$ cat src/hdl/assert_macros.svh
// Assertion macros shared by the RTL of the bank switch mapper.
// No dependencies; define SYNTH to drop all checks.
`ifndef ASSERT_MACROS_SVH
`define ASSERT_MACROS_SVH

`ifndef SYNTH
`define SLB_ASSERT(name, clk, rst, prop) \
   name: assert property (@(posedge clk) disable iff (rst) prop) \
      else $error("assertion failed");
`define SLB_NEVER(name, clk, rst, cond) \
   name: assert property (@(posedge clk) disable iff (rst) !(cond)) \
      else $error("forbidden condition seen");
`else
`define SLB_ASSERT(name, clk, rst, prop)
`define SLB_NEVER(name, clk, rst, cond)
`endif

`endif

$ cat src/hdl/slbsm_pkg.sv
// Types, codes and constants of the serial loaded bank switch mapper.
// No dependencies; imported by serial_loaded_bank_switch_mapper.
package slbsm_pkg;

   localparam logic [7:0] SIZE_1024K   = 8'd128;
   localparam logic [7:0] SIZE_512K    = 8'd64;
   localparam logic [7:0] SIZE_RESET   = 8'd32;
   localparam logic [4:0] CTRL_RESET   = 5'h0C;
   localparam int         BIT_4K       = 4;
   localparam int         BIT_16K      = 3;
   localparam int         BIT_LOW16    = 2;
   localparam int         DATA_CLEAR   = 7;
   localparam logic [2:0] SHIFT_LAST   = 3'd4;
   localparam logic [4:0] INNER_HI     = 5'd30;
   localparam logic [6:0] CHR_HI_RESET = 7'd4;

   typedef enum logic [1:0] {
      CSR_PRG_SIZE = 2'd0,
      CSR_CHR_ROM  = 2'd1
   } csr_index_type;

   typedef enum logic [1:0] {
      SEL_CONTROL = 2'd0,
      SEL_CHR0    = 2'd1,
      SEL_CHR1    = 2'd2,
      SEL_PRG     = 2'd3
   } reg_sel_type;

   typedef struct packed {
      logic [3:0][6:0] prg_page;
      logic [6:0]      chr_page_low;
      logic [6:0]      chr_page_high;
      logic [1:0]      mirroring;
      logic            committed;
   } rsp_type;

   // low five bits of the last two banks for a given ROM size
   function automatic logic [4:0] hi_page(input logic [7:0] size, input logic k);
      logic is_small;
      is_small = (size != SIZE_1024K) && (size != SIZE_512K);
      if (is_small) begin
         return size[4:0] - 5'd2 + {4'd0, k};
      end
      return INNER_HI + {4'd0, k};
   endfunction

endpackage

$ cat src/hdl/serial_loaded_bank_switch_mapper.sv
// Serial loaded bank switch mapper: shifter, control registers, page mapping.
// Depends on slbsm_pkg and assert_macros.svh.
// Throughput: one request per cycle; a result register plus a skid register
// hold two results, so the input stalls only while both are full.
// Reset: synchronous; control register 0 to 0x0C, size 32, slots 0, 1, last two.
`include "assert_macros.svh"

module serial_loaded_bank_switch_mapper
   import slbsm_pkg::*;
(
   input  logic        clock,
   input  logic        reset,
   input  logic        req_valid,
   output logic        req_ready,
   input  logic [15:0] req_addr,
   input  logic [7:0]  req_data,
   output logic        rsp_valid,
   input  logic        rsp_ready,
   output logic [6:0]  rsp_prg_page0,
   output logic [6:0]  rsp_prg_page1,
   output logic [6:0]  rsp_prg_page2,
   output logic [6:0]  rsp_prg_page3,
   output logic [6:0]  rsp_chr_page_low,
   output logic [6:0]  rsp_chr_page_high,
   output logic [1:0]  rsp_mirroring,
   output logic        rsp_committed,
   input  logic        csr_valid,
   output logic        csr_ready,
   input  logic [1:0]  csr_index,
   input  logic [7:0]  csr_data
);

   logic [7:0]      size_ff;
   logic            chr_rom_ff;
   logic [4:0]      bits_ff, bits_in;
   logic [2:0]      cnt_ff, cnt_in;
   logic [1:0]      region_ff;
   logic [3:0][4:0] ctrl_ff, ctrl_in;
   logic [1:0]      outer_ff, outer_in;
   logic            swap_ff, swap_in;
   logic [3:0][4:0] slot_ff, slot_in;
   logic [6:0]      chr_lo_ff, chr_lo_in;
   logic [6:0]      chr_hi_ff, chr_hi_in;
   logic [1:0]      mirror_ff, mirror_in;
   logic            committed;

   rsp_type         res;
   rsp_type         out_ff, skid_ff;
   logic            out_valid_ff, skid_valid_ff;
   logic            push, pop;

   logic [1:0]      region;
   reg_sel_type     sel;
   logic [4:0]      r0, v;
   logic [4:0]      b5;
   logic            big, mid, is_small, do_swap;

   assign region   = req_addr[14:13];
   assign sel      = reg_sel_type'(req_addr[14:13]);
   assign big      = (size_ff == SIZE_1024K);
   assign mid      = (size_ff == SIZE_512K);
   assign is_small = !big && !mid;

   assign req_ready = !skid_valid_ff;
   assign csr_ready = 1'b1;
   assign push      = req_valid && req_ready;
   assign pop       = out_valid_ff && rsp_ready;

   always_comb begin
      bits_in   = bits_ff;
      cnt_in    = cnt_ff;
      ctrl_in   = ctrl_ff;
      outer_in  = outer_ff;
      swap_in   = swap_ff;
      slot_in   = slot_ff;
      chr_lo_in = chr_lo_ff;
      chr_hi_in = chr_hi_ff;
      mirror_in = mirror_ff;
      committed = 1'b0;
      do_swap   = 1'b0;
      r0        = ctrl_ff[0];
      v         = '0;
      b5        = '0;
      if ((region != region_ff) || req_data[DATA_CLEAR]) begin
         bits_in = '0;
         cnt_in  = '0;
      end
      if (!req_data[DATA_CLEAR]) begin
         bits_in = bits_in | ({4'd0, req_data[0]} << cnt_in);
         if (cnt_in == SHIFT_LAST) begin
            v            = bits_in;
            ctrl_in[sel] = bits_in;
            r0           = ctrl_in[0];
            b5           = {v[3:0], 1'b0};
            bits_in      = '0;
            cnt_in       = '0;
            committed    = 1'b1;
            unique case (sel)
               SEL_CONTROL: begin
                  mirror_in = r0[1:0];
               end
               SEL_CHR0: begin
                  priority if (big) begin
                     if (r0[BIT_4K]) begin
                        do_swap = 1'b1;
                     end else begin
                        outer_in = {2{v[BIT_4K]}};
                     end
                  end else if (mid && !chr_rom_ff) begin
                     outer_in = {1'b0, v[BIT_4K]};
                  end else if (chr_rom_ff) begin
                     chr_lo_in = {v, 2'b00};
                     if (!r0[BIT_4K]) begin
                        chr_hi_in = {v, 2'b00} + 7'd4;
                     end
                  end else begin
                     if (r0[BIT_4K]) begin
                        chr_lo_in = {v, 2'b00};
                     end
                  end
               end
               SEL_CHR1: begin
                  do_swap = big && r0[BIT_16K];
                  if (r0[BIT_4K]) begin
                     chr_hi_in = {v, 2'b00};
                  end
               end
               SEL_PRG: begin
                  priority if (r0[BIT_16K]) begin
                     if (r0[BIT_LOW16]) begin
                        slot_in[0] = b5;
                        slot_in[1] = b5 + 5'd1;
                        slot_in[2] = hi_page(size_ff, 1'b0);
                        slot_in[3] = hi_page(size_ff, 1'b1);
                     end else if (is_small) begin
                        slot_in[0] = 5'd0;
                        slot_in[1] = 5'd1;
                        slot_in[2] = b5;
                        slot_in[3] = b5 + 5'd1;
                     end
                  end else if (is_small) begin
                     slot_in[0] = b5;
                     slot_in[1] = b5 + 5'd1;
                     slot_in[2] = b5 + 5'd2;
                     slot_in[3] = b5 + 5'd3;
                  end else begin
                     slot_in[0] = b5;
                     slot_in[1] = b5 + 5'd1;
                  end
               end
            endcase
            if (do_swap) begin
               if (swap_ff) begin
                  outer_in = {r0[BIT_16K] & ctrl_in[2][BIT_4K], ctrl_in[1][BIT_4K]};
                  swap_in  = 1'b0;
               end else begin
                  swap_in = 1'b1;
               end
            end
         end else begin
            cnt_in = cnt_in + 3'd1;
         end
      end
   end

   always_comb begin
      for (int i = 0; i < 4; i++) begin
         res.prg_page[i] = {outer_in, slot_in[i]};
      end
      res.chr_page_low  = chr_lo_in;
      res.chr_page_high = chr_hi_in;
      res.mirroring     = mirror_in;
      res.committed     = committed;
   end

   always_ff @(posedge clock) begin
      if (reset) begin
         size_ff    <= SIZE_RESET;
         chr_rom_ff <= 1'b1;
         bits_ff    <= '0;
         cnt_ff     <= '0;
         region_ff  <= '0;
         ctrl_ff    <= {5'd0, 5'd0, 5'd0, CTRL_RESET};
         outer_ff   <= '0;
         swap_ff    <= 1'b0;
         slot_ff    <= {hi_page(SIZE_RESET, 1'b1), hi_page(SIZE_RESET, 1'b0), 5'd1, 5'd0};
         chr_lo_ff  <= '0;
         chr_hi_ff  <= CHR_HI_RESET;
         mirror_ff  <= '0;
      end else begin
         if (push) begin
            bits_ff   <= bits_in;
            cnt_ff    <= cnt_in;
            region_ff <= region;
            ctrl_ff   <= ctrl_in;
            outer_ff  <= outer_in;
            swap_ff   <= swap_in;
            chr_lo_ff <= chr_lo_in;
            chr_hi_ff <= chr_hi_in;
            mirror_ff <= mirror_in;
         end
         if (csr_valid && csr_ready) begin
            case (csr_index)
               CSR_PRG_SIZE: begin
                  size_ff <= csr_data;
               end
               CSR_CHR_ROM: begin
                  chr_rom_ff <= csr_data[0];
               end
               default: begin
               end
            endcase
         end
         if (csr_valid && csr_ready && (csr_index == CSR_PRG_SIZE)) begin
            slot_ff <= {hi_page(csr_data, 1'b1), hi_page(csr_data, 1'b0), 5'd1, 5'd0};
         end else if (push) begin
            slot_ff <= slot_in;
         end
      end
   end

   always_ff @(posedge clock) begin
      if (reset) begin
         out_valid_ff  <= 1'b0;
         skid_valid_ff <= 1'b0;
      end else begin
         if (!out_valid_ff || pop) begin
            if (skid_valid_ff) begin
               out_valid_ff  <= 1'b1;
               skid_valid_ff <= push;
            end else begin
               out_valid_ff <= push;
            end
         end else if (push) begin
            skid_valid_ff <= 1'b1;
         end
      end
   end

   always_ff @(posedge clock) begin
      if (!out_valid_ff || pop) begin
         if (skid_valid_ff) begin
            out_ff <= skid_ff;
            if (push) begin
               skid_ff <= res;
            end
         end else if (push) begin
            out_ff <= res;
         end
      end else if (push) begin
         skid_ff <= res;
      end
   end

   assign rsp_valid         = out_valid_ff;
   assign rsp_prg_page0     = out_ff.prg_page[0];
   assign rsp_prg_page1     = out_ff.prg_page[1];
   assign rsp_prg_page2     = out_ff.prg_page[2];
   assign rsp_prg_page3     = out_ff.prg_page[3];
   assign rsp_chr_page_low  = out_ff.chr_page_low;
   assign rsp_chr_page_high = out_ff.chr_page_high;
   assign rsp_mirroring     = out_ff.mirroring;
   assign rsp_committed     = out_ff.committed;

   `SLB_NEVER(a_skid_without_out, clock, reset, skid_valid_ff && !out_valid_ff)
   `SLB_NEVER(a_count_range, clock, reset, cnt_ff > SHIFT_LAST)
   `SLB_ASSERT(a_commit_clears, clock, reset, (push && committed) |=> (cnt_ff == 3'd0 && bits_ff == 5'd0))
   `SLB_ASSERT(a_size_reload, clock, reset, (csr_valid && csr_index == CSR_PRG_SIZE) |=> (slot_ff[0] == 5'd0 && slot_ff[1] == 5'd1))

endmodule

$ cat config.mk
export PLATFORM = sky130hd
export DESIGN_NAME = serial_loaded_bank_switch_mapper
export DESIGN_NICKNAME = d
export VERILOG_FILES = /design/src/hdl/slbsm_pkg.sv /design/src/hdl/serial_loaded_bank_switch_mapper.sv
export VERILOG_INCLUDE_DIRS = /design/src /design/src/hdl
export SDC_FILE = /design/constraint.sdc
export NUM_CORES = 1
export LEC_CHECK = 0
export ABC_AREA = 1
export BUFFER_PORTS_ARGS = -buffer_cell sky130_fd_sc_hd__buf_2
export CAP_MARGIN = 0
export CORE_ASPECT_RATIO = 0.75
export CORE_MARGIN = 3
export CORE_UTILIZATION = 28
export DETAILED_ROUTE_END_ITERATION = 10
export GPL_ROUTABILITY_DRIVEN = 0
export PLACE_DENSITY = 0.46
export SLEW_MARGIN = 20
export SYNTH_ARGS = -nofsm -noshare
export SYNTH_HDL_FRONTEND = slang
export SYNTH_SLANG_ARGS = --single-unit
export TNS_END_PERCENT = 100
$ cat constraint.sdc
create_clock -name clock -period 3.12 [get_ports clock]
set_clock_uncertainty 0.05 [all_clocks]
set_input_delay 0.312 -clock clock [delete_from_list [all_inputs] [get_ports clock]]
set_output_delay 0.312 -clock clock [all_outputs]
set_load 0.02 [all_outputs]
==> metrics.cfg, run 1 <==
[finish]
antenna_cells = 0
stdcell_count = 1313
multi_input_area_sq_um = 3150
fin_area_sq_um = 8740
drive_above_1_share_pct = 20.5
area_delta_synth_final_pct = 17.7
fillers = 2683
fin_nets = 1015
regArea_sq_um = 3640
final_util_pct = 34.2

[sta]
drv_slew = 0
slew_headroom_pct = 41.7
worstMarginPinSlew_ns = 0.874
hold_ws_ns = 0.122
rsz0062_at_grt = false
timing.setup.tns_ns = 0
hold_viol_final = 0
layout_min_cycle_time_ns = 2.64
setup_ws_ns = 0.478
setup_viol_count_final = 0
period_share_pct = 84.7
fmax_mhz = 378

[place]
dp_slack_ns = 0.332
io_buffers = 65
place_inst = 1281
hpwl_um = 14200
placed_area_sq_um = 8130

[run]
max_cap_violations = 0

[cts]
cts_resized = 0
clk_pin_slew_ns = 0.06
cts_hold_buf = 0
cts_htree_levels = 4
post-cts-setup-buffers = 0
cts_max_path_buffers = 2
cts_made_buffers = 17
cts.sinks = 143
worstSkewPairLatency_ns = 0.43
cts_tree = yes
clockRootBuffer = clkbuf_16

[power_and_ir_drop]
powerDensity_nw_per_um2 = 547
peakVddDrop_v = 0.000370
total_power_mw = 4.78
p_leak_nw = 3.74

[floorplan]
core.rowCount = 50
coreArea_sq_um = 25500
fp.dieArea_sq_um = 28500
die_w_um = 194
ios = 87
die_h_um = 147
initial_core_util_pct = 29.1

[logic_synthesis]
async_flop_share_pct = 0
yosys_warnings = 0
avgSynthCellArea_sq_um = 8.25
yosys.area.top_type = edfxtp_1
synth.cell_area_sq_um = 7420
yosysUniqueCellTypes = 47
yosysTopAreaCellShare_pct = 31.6
syn-num-nets = 952
synthFlopType = edfxtp_1
yosysSeqAreaShare_pct = 49.1
synthCells = 899
synth_edf_count = 78
ys_seq_elements = 143
netlist_top_cells_area = edfxtp_1, dfxtp_1, nand2_1

[grt]
grt_pass1_wl_um = 31500
grt_max_degree = 40
grt-ovfl-total = 0
antenna_found_initial = 0
grt_pass1_vias = 5532
grt_usage_pct = 14.0

[detailed_routing]
vias = 5941
avgRoutedWirePerCell_um = 15.1
dr.pass1.iters = 5
drc = 0
wl_um = 19900
drt_iter0_markers = 401
via_per_inst = 4.52
drtAntennaViolNets = 0

[setup_path]
arrival_ns = 2.77
cp-start-kind = flop
crit_fanout = 6
crit_path_end_kind = flop
cp.required_ns = 3.25
critPathKind = reg2reg

[min_path]
hold_path_class = in2reg

[run_status]
status = finished, final reports clean

==> layout by cell type, fill, tap and decap left out, types with 6 or more instances in the layout <==
cell	netlist	routed
a21oi_1	62	62
a21oi_2	10	10
buf_2	6	65
buf_4	7	16
clkbuf_16	0	17
dfxtp_1	65	64
edfxtp_1	78	78
ha_1	14	14
inv_1	101	101
inv_2	14	14
nand2_1	222	222
nand2_2	10	10
nand2_4	6	6
nand3_1	46	46
nand3_2	7	7
nand4_1	9	9
nor2_1	53	50
nor3_1	8	8
o21ai_0	58	58
o21ai_1	29	29
o21ai_2	14	14
==> critical path, cell delays in order (launching register included) <==
cell and delay (ns):
dfxtp_1 0.34, inv_1 0.04, nand2_1 0.06, nand2_1 0.08, nor2_4 0.15, nand3_2 0.18, nor2_1 0.13, nand3_1 0.09
o21ai_2 0.16, ha_1 0.27, xor2_1 0.30, nor2_1 0.10, o21ai_1 0.12, nand4_1 0.14, and2_1 0.17
==> final cells by class <==
class	count	share of cell area [%]
tap	338	4.84
clock buffer	18	4.91
clock inverter	14	2.05
timing repair buffer	82	5.33
inverter	119	5.16
sequential	143	41.7
multi-input combinational	599	36.0
==> final timing paths <==
kind	start	to	slack [ns]	cells after the start
min reg2reg	chr_lo_ff[0]$_SDFFE_PP0P_	chr_lo_ff[0]$_SDFFE_PP0P_	0.41	2
min	csr_data[6]	size_ff[6]$_SDFFE_PP0P_	0.12	3
max	region_ff[0]$_SDFFE_PP0P_	skid_ff[34]$_DFFE_PP_	0.48	14
max reg2reg	region_ff[0]$_SDFFE_PP0P_	skid_ff[34]$_DFFE_PP_	0.48	14
==> Yosys cell counts, types with 3 or more instances <==
cell type  number
a211oi_1        4
nor3_1          8
a31oi_1         4
buf_2           6
nand2_2        10
a21oi_2        10
edfxtp_1       78
inv_2          14
clkbuf_1       22
nand3_2         7
a21oi_1        62
and2_1          3
xor2_1          4
ha_1           14
nand4_1         9
o21ai_1        29
nand2_4         6
a21boi_0        3
dfxtp_1        65
nor2_1         53
o21ai_2        14
buf_4           7
nand2_1       222
inv_1         101
xnor2_1         3
nor2_2          4
nand3_1        46
buf_6           3
clkinv_2        3
o21ai_0        58
nor2_4          3
or2_2           5
==> logic make-up after synthesis <==
| logic type | share of synthesized area, % |
|---|---|
| and+or+nand+nor | 23.2 |
| AOI/OAI and AO/OA | 15.6 |
| buffers and inverters | 8.75 |
| DFF | 49.1 |
| adders and majority gates | 2.36 |
| xor gates and xnor gates | 0.826 |
| other | 0.0505 |
| muxes | 0.135 |
==> report_power, final <==
group / internal (mW) / switching [mW] / total (mW) / leakage (nW)
clock network: 1.27 / 0.865 / 2.14 / 0.296
registers: 2.08 / 0.0364 / 2.12 / 1.27
logic: 0.160 / 0.365 / 0.526 / 2.17
==> flip-flops by register name (all words and copies together), names as in the netlist, 3 cells and up <==
register and cells:
bits_ff 5, chr_hi_ff 7, chr_lo_ff 7, cnt_ff 3
ctrl_ff 5, rsp_chr_page_high 7, rsp_chr_page_low 7, rsp_prg_page0 7
rsp_prg_page1 5, rsp_prg_page2 5, rsp_prg_page3 5, size_ff 8
skid_ff 39, slot_ff 20
==> routing by layer <==
metal / wire length (um) / vias up / global-route usage, %
met1: 11000 / 2728 / 22.4
li1: - / 3090 / -
met3: 918 / 11 / 3.12
met4: 134 / 0 / 3.23
met2: 7780 / 112 / 18.8
met5: 0 / - / 0
No activity file was read; power rests on OpenSTA's default activity.
==> run 2: changes to the inputs <==
--- a/config.mk
+++ b/config.mk
@@ -6,7 +6,7 @@
 export SDC_FILE = /design/constraint.sdc
 export NUM_CORES = 1
 export LEC_CHECK = 0
-export ABC_AREA = 1
+export ABC_AREA = 0
 export BUFFER_PORTS_ARGS = -buffer_cell sky130_fd_sc_hd__buf_2
 export CAP_MARGIN = 0
 export CORE_ASPECT_RATIO = 0.75
@@ -14,7 +14,7 @@
 export CORE_UTILIZATION = 28
 export DETAILED_ROUTE_END_ITERATION = 10
 export GPL_ROUTABILITY_DRIVEN = 0
-export PLACE_DENSITY = 0.46
+export PLACE_DENSITY = 0.44
 export SLEW_MARGIN = 20
 export SYNTH_ARGS = -nofsm -noshare
 export SYNTH_HDL_FRONTEND = slang
==> constraint.sdc (replaced) <==
create_clock -name clock -period 2.45 [get_ports clock]
set_clock_uncertainty 0.05 [all_clocks]
set_input_delay 0.245 -clock clock [delete_from_list [all_inputs] [get_ports clock]]
set_output_delay 0.245 -clock clock [all_outputs]
set_load 0.02 [all_outputs]
==> metrics.cfg, run 2 <==
[run_status]
status = finished, violations left  ; was finished, final reports clean
violations = negative setup slack

[finish]
area_delta_synth_final_pct = 46.7  ; was 17.7%
largest_reg_flops = 39  ; unchanged
drive_above_1_share_pct = 46.5  ; was 20.5%
largestRegisters = skid_ff x39, slot_ff x20, size_ff x8  ; unchanged
stdcell_count = 1272  ; was 1313
final_common_cell = buf_4  ; was nand2_1
regArea_sq_um = 3660  ; was 3640 sq um
fillers = 2391  ; was 2683
antenna_cells = 0  ; unchanged
fin_area_sq_um = 10700  ; was 8740 sq um
layout_common_cells = buf_4, edfxtp_1, nand2_1  ; was nand2_1, inv_1, edfxtp_1
top_register = skid_ff  ; unchanged
fin_nets = 974  ; was 1015
multi_input_area_sq_um = 4150  ; was 3150 sq um

[logic_synthesis]
avgSynthCellArea_sq_um = 10.3  ; was 8.25 sq um
yosysMostFrequentCell = nand2_1  ; unchanged
yosysTopAreaCellShare_pct = 32.2  ; was 31.6%
synth.cell_area_sq_um = 7270  ; was 7420 sq um
yosys_warnings = 0  ; unchanged
synthTopCellsByCount = nand2_1, edfxtp_1, dfxtp_1, nor2_1, a21oi_1  ; was nand2_1, inv_1, edfxtp_1, dfxtp_1, a21oi_1
yosysSeqAreaShare_pct = 50.1  ; was 49.1%
ys_seq_elements = 143  ; unchanged
synthFlopType = edfxtp_1  ; unchanged
yosys.area.top_type = edfxtp_1  ; unchanged
synthCells = 707  ; was 899
async_flop_share_pct = 0  ; unchanged
synth_edf_count = 78  ; unchanged
syn-num-nets = 760  ; was 952
yosysUniqueCellTypes = 82  ; was 47
netlist_top_cells_area = edfxtp_1, dfxtp_1, mux2_2  ; was edfxtp_1, dfxtp_1, nand2_1

[setup_path]
crit_fanout = 3  ; was 6
cp_slowest_cell = dfxtp_4  ; was dfxtp_1
path_cells = xor2_4 -> nor3_4 -> buf_6 -> buf_6 -> o21ai_4 -> inv_2 -> ha_4 -> o221ai_4 -> xnor2_2 -> nor3_2 -> o21ai_1 -> o21ai_2 -> mux2_4  ; was inv_1 -> nand2_1 -> nand2_1 -> nor2_4 -> nand3_2 -> nor2_1 -> nand3_1 -> o21ai_2 -> ha_1 -> xor2_1 -> nor2_1 -> o21ai_1 -> nand4_1 -> and2_1
cpLargestDelayFamily = compound AO/OA/AOI/OAI gates  ; was simple AND/OR/NAND/NOR gates
critPathKind = reg2reg  ; unchanged
cp.required_ns = 2.59  ; was 3.25 ns
worst_path_largest_cell_delay_ns = 0.36  ; was 0.34 ns
crit_buf_inv = 3  ; was 1
cp-start-kind = flop  ; unchanged
arrival_ns = 2.75  ; was 2.77 ns
cp_common_cell = buf_6
crit_path_end_kind = flop  ; unchanged

[cts]
cts.sinks = 143  ; unchanged
cts_tree = yes  ; unchanged
cts_htree_levels = 4  ; unchanged
cts_max_path_buffers = 2  ; unchanged
cts_made_buffers = 17  ; unchanged
clockRootBuffer = clkbuf_16  ; unchanged
clk_pin_slew_ns = 0.07  ; was 0.06 ns
worstSkewPairLatency_ns = 0.43  ; about the same

[sta]
slew_headroom_pct = 60.3  ; was 41.7%
period_share_pct = 107  ; was 84.7%
layout_min_cycle_time_ns = 2.61  ; was 2.64 ns
worstMarginPinSlew_ns = 0.591  ; was 0.874 ns
hold_ws_ns = 0.0168  ; was 0.122 ns
drv_slew = 0  ; unchanged
fmax_mhz = 382  ; was 378 MHz
hold_viol_final = 0  ; unchanged
setup_ws_ns = -0.165  ; was 0.478 ns
rsz0062_at_grt = true  ; was false
setup_viol_count_final = 26  ; was 0

[place]
placed_area_sq_um = 9030  ; was 8130 sq um
io_buffers = 65  ; unchanged
hpwl_um = 16000  ; was 14200 um
place_inst = 1205  ; was 1281

[grt]
grt_pass1_vias = 6208  ; was 5532
grt_use_met1_pct = 22.4  ; about the same
grt_usage_pct = 15.9  ; was 14.0%
grt_use_met3_pct = 3.18  ; was 3.12%
grt-ovfl-total = 0  ; unchanged
antenna_found_initial = 0  ; unchanged
grt_pass1_wl_um = 34900  ; was 31500 um
grt.busiest_layer = met2  ; was met1
grtUsageMet2_pct = 25.1  ; was 18.8%
grt_max_degree = 40  ; unchanged

[detailed_routing]
drc = 0  ; unchanged
wl_um = 22900  ; was 19900 um
drt_iter0_markers = 405  ; was 401
dr.pass1.iters = 5  ; unchanged
drtAntennaViolNets = 0  ; unchanged
via_per_inst = 4.98  ; was 4.52
avgRoutedWirePerCell_um = 18.0  ; was 15.1 um
vias = 6335  ; was 5941

[floorplan]
ios = 87  ; unchanged
die_h_um = 146  ; was 147 um
initial_core_util_pct = 28.8  ; was 29.1%
fp.dieArea_sq_um = 27900  ; was 28500 sq um
die_w_um = 192  ; was 194 um
coreArea_sq_um = 25200  ; was 25500 sq um
core.rowCount = 50  ; unchanged

[power_and_ir_drop]
peakVddDrop_v = 0.000503  ; was 0.000370 V
p_leak_nw = 4.19  ; was 3.74 nW
total_power_mw = 6.01  ; was 4.78 mW
powerDensity_nw_per_um2 = 564  ; was 547 nW/um^2

[run]
max_cap_violations = 0  ; unchanged

[min_path]
hold_path_class = in2reg  ; unchanged

run 2: cell types whose count changed in the layout (fill, tap and decap cells not counted), moves of 21 or more:
| cell | before | now |
|---|---|---|
| nand3_1 | 46 | 14 |
| a21oi_1 | 62 | 35 |
| buf_6 | 0 | 25 |
| inv_1 | 101 | 21 |
| o21ai_1 | 29 | 8 |
| mux2_2 | 0 | 29 |
| nand2_1 | 222 | 70 |
| buf_4 | 16 | 139 |
| o21ai_0 | 58 | 15 |
run 2: final timing paths:
path	start	to	slack (ns)	depth (start not counted)
worst min register to register	slot_ff[5]$_SDFFE_PP1P_	slot_ff[5]$_SDFFE_PP1P_	0.42	1
worst min-delay path	csr_data[2]	size_ff[2]$_SDFFE_PP0P_	0.02	3
worst max-delay path	region_ff[1]$_SDFFE_PP0P_	rsp_chr_page_high[6]$_DFFE_PP_	-0.16	13
worst max register to register	region_ff[1]$_SDFFE_PP0P_	rsp_chr_page_high[6]$_DFFE_PP_	-0.16	13
run 2: kinds of logic (layout without fill, tap and decap cells):
kind of cell             Yosys count  in the layout  synth area share (%)
AO/OA/AOI/OAI                    182            183                  17.8
flip-flops                       143            143                  50.1
adder cells (fa/ha/maj)           14             14                  2.41
XOR/XNOR                          17             17                  2.05
other                              1              1                0.0516
multiplexers                      48             48                  7.30
AND/OR/NAND/NOR                  237            237                  16.2
buffers and inverters             65            291                  4.13
run 2: per-stage QoR:
step | utilization (%) | worst slack, ns | setup TNS [ns]
detailed placement | 35.8 | -0.425 | -10.05
finish | 42.3 | -0.165 | -1.61
global route | 42.3 | -0.311 | -6.29
CTS | 39.3 | -0.126 | -1.68
global placement | 35.8 | -0.451 | -10.51
floorplan | - | -0.261 | -3.88
run 2: per-layer routing:
layer	vias to the layer above	routed length [um]
met5	-	0
met4	0	277
met3	29	924
met2	142	10700
met1	3129	11000
li1	3035	-
run 2: power by group:
part	internal, mW	switching, mW
registers	2.60	0.0402
clock network	1.45	1.20
logic	0.291	0.419
total	4.35	1.66
run 2: worst min-delay path, stage by stage:
cell,delay [ns]
buf_2,0.12
nand2_1,0.05
a21oi_1,0.05
run 2: area by class of cell:
class | count | share of cell area (%)
Multi-Input combinational cell | 500 | 39.0
Sequential cell | 143 | 34.4
Timing Repair Buffer | 233 | 16.1
Clock buffer | 17 | 3.99
Tap cell | 338 | 3.97
Clock inverter | 15 | 1.60
Inverter | 26 | 0.986
run 2: what timing repair did:
action	4_1_cts	5_1_grt
hold buffers	1	0
buffers inserted	13	28
setup endpoints to repair	51	68
pin swaps	19	47
hold endpoints to repair	1	0
resized for setup	43	121
cloned	0	1
